$ cat config.mk
export PLATFORM = sky130hd
export DESIGN_NAME = mbrp_gather
export DESIGN_NICKNAME = d
export VERILOG_FILES = /design/src/rtl/core/mbrp_pkg.sv /design/src/rtl/core/mbrp_gather.sv
export SDC_FILE = /design/constraint.sdc
export NUM_CORES = 1
export LEC_CHECK = 0
export BUFFER_PORTS_ARGS = -buffer_cell sky130_fd_sc_hd__buf_4
export CAP_MARGIN = 5
export CELL_PAD_IN_SITES_DETAIL_PLACEMENT = 0
export CELL_PAD_IN_SITES_GLOBAL_PLACEMENT = 1
export CORE_UTILIZATION = 41
export DETAILED_ROUTE_END_ITERATION = 7
export PLACE_DENSITY = 0.89
export SLEW_MARGIN = 15
export SYNTH_ARGS = -nofsm -noshare
export SYNTH_HDL_FRONTEND = slang
export SYNTH_SLANG_ARGS = --single-unit
$ cat constraint.sdc
create_clock -name clk_i -period 3.05 [get_ports clk_i]
set_clock_uncertainty 0.2 [all_clocks]
set_input_delay 0.305 -clock clk_i [delete_from_list [all_inputs] [get_ports clk_i]]
set_output_delay 0.305 -clock clk_i [all_outputs]
set_load 0.02 [all_outputs]
$ cat src/rtl/core/mbrp_pkg.sv
// Shared types and constants for the 1-bit frame rotator.
`default_nettype none

package mbrp_pkg;

  // Register field widths
  localparam int unsigned WIDTH_W  = 9;
  localparam int unsigned HEIGHT_W = 8;
  localparam int unsigned STRIDE_W = 6;
  localparam int unsigned DATA_W   = 8;
  localparam int unsigned CFG_IDX_W = 2;

  // Destination geometry
  localparam int unsigned MAX_COLS = 256;
  localparam int unsigned COL_W    = 8;
  localparam int unsigned IDX_W    = HEIGHT_W - 3;
  localparam int unsigned BIT_W    = 3;
  localparam int unsigned FS_W     = HEIGHT_W + STRIDE_W;

  // Register indexes on the configuration port
  typedef enum logic [CFG_IDX_W-1:0] {
    REG_IMAGE_WIDTH  = 2'd0,
    REG_IMAGE_HEIGHT = 2'd1,
    REG_SRC_STRIDE   = 2'd2,
    REG_INVERT       = 2'd3
  } reg_idx_e;

  // Gather sequencer states
  typedef enum logic [1:0] {
    GTH_IDLE,
    GTH_RUN,
    GTH_FLUSH,
    GTH_HOLD
  } gth_state_e;

  // Per-transaction request handed to the gather sequencer
  typedef struct packed {
    logic                last;
    logic [BIT_W-1:0]    bitsel;
    logic [HEIGHT_W-1:0] rows_left;
    logic [STRIDE_W-1:0] stride;
    logic                invert;
  } gth_req_t;

endpackage

`default_nettype wire

$ cat src/rtl/core/mbrp_gather.sv
// Gather sequencer: reads up to eight source rows and packs one destination byte.
`default_nettype none

module mbrp_gather #(
  parameter int unsigned DEPTH = 4096,
  localparam int unsigned AW   = $clog2(DEPTH)
) (
  input  wire logic                  clk_i,
  input  wire logic                  rst_ni,
  input  wire logic                  start_i,
  input  wire mbrp_pkg::gth_req_t    req_i,
  input  wire logic [AW-1:0]         base_i,
  input  wire logic [AW-1:0]         xoff_i,
  output logic                       rd_en_o,
  output logic [AW-1:0]              rd_addr_o,
  input  wire logic [mbrp_pkg::DATA_W-1:0] rd_data_i,
  output logic                       busy_o,
  output logic                       res_valid_o,
  input  wire logic                  res_take_i,
  output logic [mbrp_pkg::DATA_W-1:0] res_byte_o,
  output logic                       res_last_o
);

  import mbrp_pkg::*;

  gth_state_e       state_q, state_d;
  logic [BIT_W-1:0] b_q;
  logic [AW-1:0]    base_q;
  logic [AW-1:0]    xoff_q;
  gth_req_t         req_q;
  logic             vld_d1_q;
  logic [BIT_W-1:0] bd1_q;
  logic [DATA_W-1:0] acc_q;

  logic             bit_ok;
  logic [AW:0]      addr_sum;

  // Row is inside the frame; padding rows are not read
  assign bit_ok = {{(HEIGHT_W-BIT_W){1'b0}}, b_q} < req_q.rows_left;

  // Row base plus column byte offset, folded back into the store
  assign addr_sum = {1'b0, base_q} + {1'b0, xoff_q};
  always_comb begin
    if (addr_sum >= (AW+1)'(DEPTH)) begin
      rd_addr_o = AW'(addr_sum - (AW+1)'(DEPTH));
    end else begin
      rd_addr_o = AW'(addr_sum);
    end
  end

  // Next state
  always_comb begin
    state_d = state_q;
    case (state_q)
      GTH_IDLE:  if (start_i) state_d = GTH_RUN;
      GTH_RUN:   if (b_q == BIT_W'(7)) state_d = GTH_FLUSH;
      GTH_FLUSH: state_d = GTH_HOLD;
      GTH_HOLD:  if (res_take_i) state_d = GTH_IDLE;
      default:   state_d = GTH_IDLE;
    endcase
  end

  // State outputs
  always_comb begin
    rd_en_o     = 1'b0;
    busy_o      = 1'b1;
    res_valid_o = 1'b0;
    case (state_q)
      GTH_IDLE:  busy_o = 1'b0;
      GTH_RUN:   rd_en_o = bit_ok;
      GTH_FLUSH: ;
      GTH_HOLD:  res_valid_o = 1'b1;
      default:   busy_o = 1'b0;
    endcase
  end

  assign res_byte_o = acc_q;
  assign res_last_o = req_q.last;

  // Control registers
  always_ff @(posedge clk_i or negedge rst_ni) begin
    if (!rst_ni) begin
      state_q  <= GTH_IDLE;
      vld_d1_q <= 1'b0;
    end else begin
      state_q  <= state_d;
      vld_d1_q <= rd_en_o;
    end
  end

  // Datapath: step through rows, at most one read issued and one bit packed per cycle
  always_ff @(posedge clk_i) begin
    bd1_q <= b_q;
    if (state_q == GTH_IDLE && start_i) begin
      b_q    <= '0;
      base_q <= base_i;
      xoff_q <= xoff_i;
      req_q  <= req_i;
      acc_q  <= '0;
    end else begin
      if (state_q == GTH_RUN) begin
        b_q    <= b_q + BIT_W'(1);
        base_q <= base_q - AW'(req_q.stride);
      end
      // first destination row lands in bit 7
      if (vld_d1_q) begin
        acc_q[~bd1_q] <= (rd_data_i[req_q.bitsel] == req_q.invert);
      end
    end
  end

endmodule

`default_nettype wire

==> results.md <==
* Crit path max-delay cell type: edfxtp_1
* FP Rows at 31
* Share of cells above drive strength 1 at 0.2614
* Final setup violation count at 0
* Reg2reg end: base_q[7]$_DFFE_PP_
* Measured slew at the worst slew-check pin at 610.7 ps
* Critical path capture point type: primary output
* Hold path cells at 3
* Detail Route Antenna Nets at 0
* Syn Area/Cell at 11.45 um2
* Hold path startpoint: base_i[1]
* Slew HR at 0.5929
* H-tree depth at 3
* Drt total wl at 6661 um
* Critical path type: register to primary output
* Chip width at 88.35 um
* GRT overflow at 0
* Yosys warns at 0
* Vias per cell at 4.860
* Drt pass-1 iters at 4
* Number of synthesized flops with an enable pin at 43
* Detail Placement HPWL at 4749 um
* DRC at 0
* Top Usage Layer GRT: met2
* P&R area growth vs syn at 40.03%
* I/O Buffers at 78
* Final Hold Viols at 0
* Drt first-iter violations at 95
* F_max at 350.0 MHz
* Slew Limit Fails at 0
* Grt met1 use at 0.2067
* Met3 Usage GRT at 0.04198
* Pwr dens at 1059 nW/um2
* Required time of the critical path at 2540 ps
* Final-layout fill cell count at 603
* Status: finished, final reports clean
* Routed via count at 2396
* Hold Crit Class: input pin to register
* #FFs+latches synth at 60
* Root Driver: clkbuf_8
* Max-cap viol count at 0
* Synthesized net count at 350
* RePlAce Congestion at 0.8533
* Diode count at 0
* Count of cell types in the netlist at 40
* Final period util at 0.9367
* RSZ-0062 raised after global routing: false
* # nets final at 472
* Antenna violations before repair at 0
* Clk_lat worst skew at 330 ps
* Gate power share at 0.554
* Die height at 88.35 um
* Synth async-reset ratio at 0.05000
* First-pass GRT wire length at 10320 um
* Sw Ratio at 0.4168
* Worst r2r src: base_q[1]$_DFFE_PP_
* CTS sink cnt at 60
* Clock power share at 0.131
* Total CTS buffers at 9
* Initial Utilization at 0.4237
* Post-Synthesis Cells at 267
* Via count of the first global-routing pass at 2362
* Startpoint Class: register
* Max FO, Critical Path at 3
* Pleak at 1.824 nW
* Num ports at 79
* Register area share after synthesis at 0.5387
* Synthesized area at 3057 um2
* Critical Path Source: base_q[0]$_DFFE_PP_
* Largest net degree at the start of global routing at 23
* Sequential Area at 1647 um2
* Die area at 7805 um2
* Setup TNS at 0 ps
* Gr usage total at 0.1758
* Flop2flop setup slack at 500 ps
* Crit-path cells: ha_1 -> fa_1 -> a21o_1 -> nand4_1 -> o21ai_0 -> o221ai_1 -> xnor2_1 -> buf_4
* CTS tree: built
* Internal at 0.002643 W
* Most common cell after layout, fill and taps aside: buf_4
* Hold endpoint: base_q[1]$_DFFE_PP_
* Ys flop type: edfxtp_1
* Worst-path clk slew at 70 ps
* Area of the multi-input gates at 1336 um2
* Sequential power share at 0.314
* Met2 Use GR at 0.3196
* Most frequent cells in the layout: buf_4 (83), edfxtp_1 (43), dlygate4sd3_1 (32)
* Final Power at 0.004532 W
* Slowest stage delay, CP at 410 ps
* Clk buf depth at 2
* Final min period at 2857 ps
* WL/cell at 13.51 um
* Worst-case reg-to-reg path depth at 7
* Core Area at 7214 um2
* Sw power at 0.001889 W
* Max VDD drop at 0.5081 mV
* Arrival time at the worst endpoint at 2350 ps
## per-stage QoR
stage	utilization	instances	hold slack [ps]	cell area [um2]	setup WS, ps
floorplan	-	267	-190.6	3057	476.4
global placement	0.5231	443	-103.8	3774	441.8
detailed placement	0.5231	443	-101.1	3774	399.1
CTS	0.5895	491	28.40	4253	14.59
global route	0.5933	493	49.31	4280	11.04
finish	0.5933	493	34.34	4280	193.0
## routing by layer
layer  share of wire  vias to the layer above
met5               0                        -
met4          0.0080                        0
met1            0.43                     1100
met3           0.051                        6
met2            0.51                       76
li1                -                     1214
## worst max-delay path by stage
stage	slack, ps	to	cells past startpoint
floorplan	480	req_q[0]$_DFFE_PP_	5
global placement	440	rd_addr_o[11]	7
detailed placement	400	rd_addr_o[11]	7
CTS	10	rd_addr_o[11]	7
global route	10	rd_addr_o[10]	8
finish	190	rd_addr_o[10]	8
## registers in the layout (all words and copies together), names as in the netlist
register	cells
base_q	12
b_q	3
xoff_q	12
bd1_q	3
req_q	18
vld_d1_q	1
res_last_o	1
state_q	2
res_byte_o	8
## cell type report
| type | instances | share of cell area |
|---|---|---|
| sequential | 60 | 0.3847 |
| multi-input combinational | 184 | 0.3122 |
| timing repair buffer | 115 | 0.2204 |
| clock buffer | 10 | 0.02982 |
| tap | 99 | 0.02894 |
| inverter | 19 | 0.01666 |
| clock inverter | 6 | 0.007308 |
## power groups by stage
| stage | Combinational [W] | Sequential [W] | Clock [W] |
|---|---|---|---|
| after global routing | 0.00278 | 0.00146 | 0.000644 |
| after global placement | 0.00238 | 0.00144 | 0 |
| after CTS | 0.00249 | 0.00143 | 0.000607 |
| final | 0.00251 | 0.00143 | 0.000595 |
| after detailed placement | 0.00245 | 0.00144 | 0 |
| after floorplan | 0.00163 | 0.00144 | 0 |
## critical path: cells and delay by family, from the launching register on
family | cells | cell delay, ps
adders and majority gates | 2 | 650
AOI/OAI and AO/OA | 3 | 580
and+or+nand+nor | 1 | 80
DFF | 1 | 410
buffers and inverters | 1 | 160
xor gates and xnor gates | 1 | 150
## logic make-up after synthesis
kind of cell    synth area share
fa+ha+maj                 0.1195
buf+inv                  0.02824
flops                     0.5387
xor+xnor                 0.05403
simple gates              0.1109
mux                      0.03111
compound gates            0.1175
## timing repair
item,4_1_cts,5_1_grt
hold buffers,32,0
gates resized for setup,0,2
setup endpoints to repair,0,2
hold endpoints to repair,34,0
setup buffers,0,2
## Yosys cell counts, drive strengths merged (3+ instances only)
master | instances | area (um2)
o21a | 3 | 22.52
dfxtp | 14 | 280.3
nor2 | 28 | 105.1
clkbuf | 3 | 11.26
nand2b | 5 | 31.28
or3 | 6 | 38.79
inv | 19 | 71.32
o21ai | 20 | 100.1
ha | 26 | 325.3
or4 | 3 | 27.53
nand3 | 3 | 15.01
mux2i | 5 | 50.05
xor2 | 7 | 68.82
dfrtp | 3 | 75.07
o31ai | 3 | 22.52
nor3 | 10 | 50.05
a21o | 5 | 37.54
edfxtp | 43 | 1291
a31oi | 4 | 25.02
nand2 | 14 | 52.55
xnor2 | 11 | 96.34
a21oi | 14 | 70.07
Power figures use the tool's default switching activity.
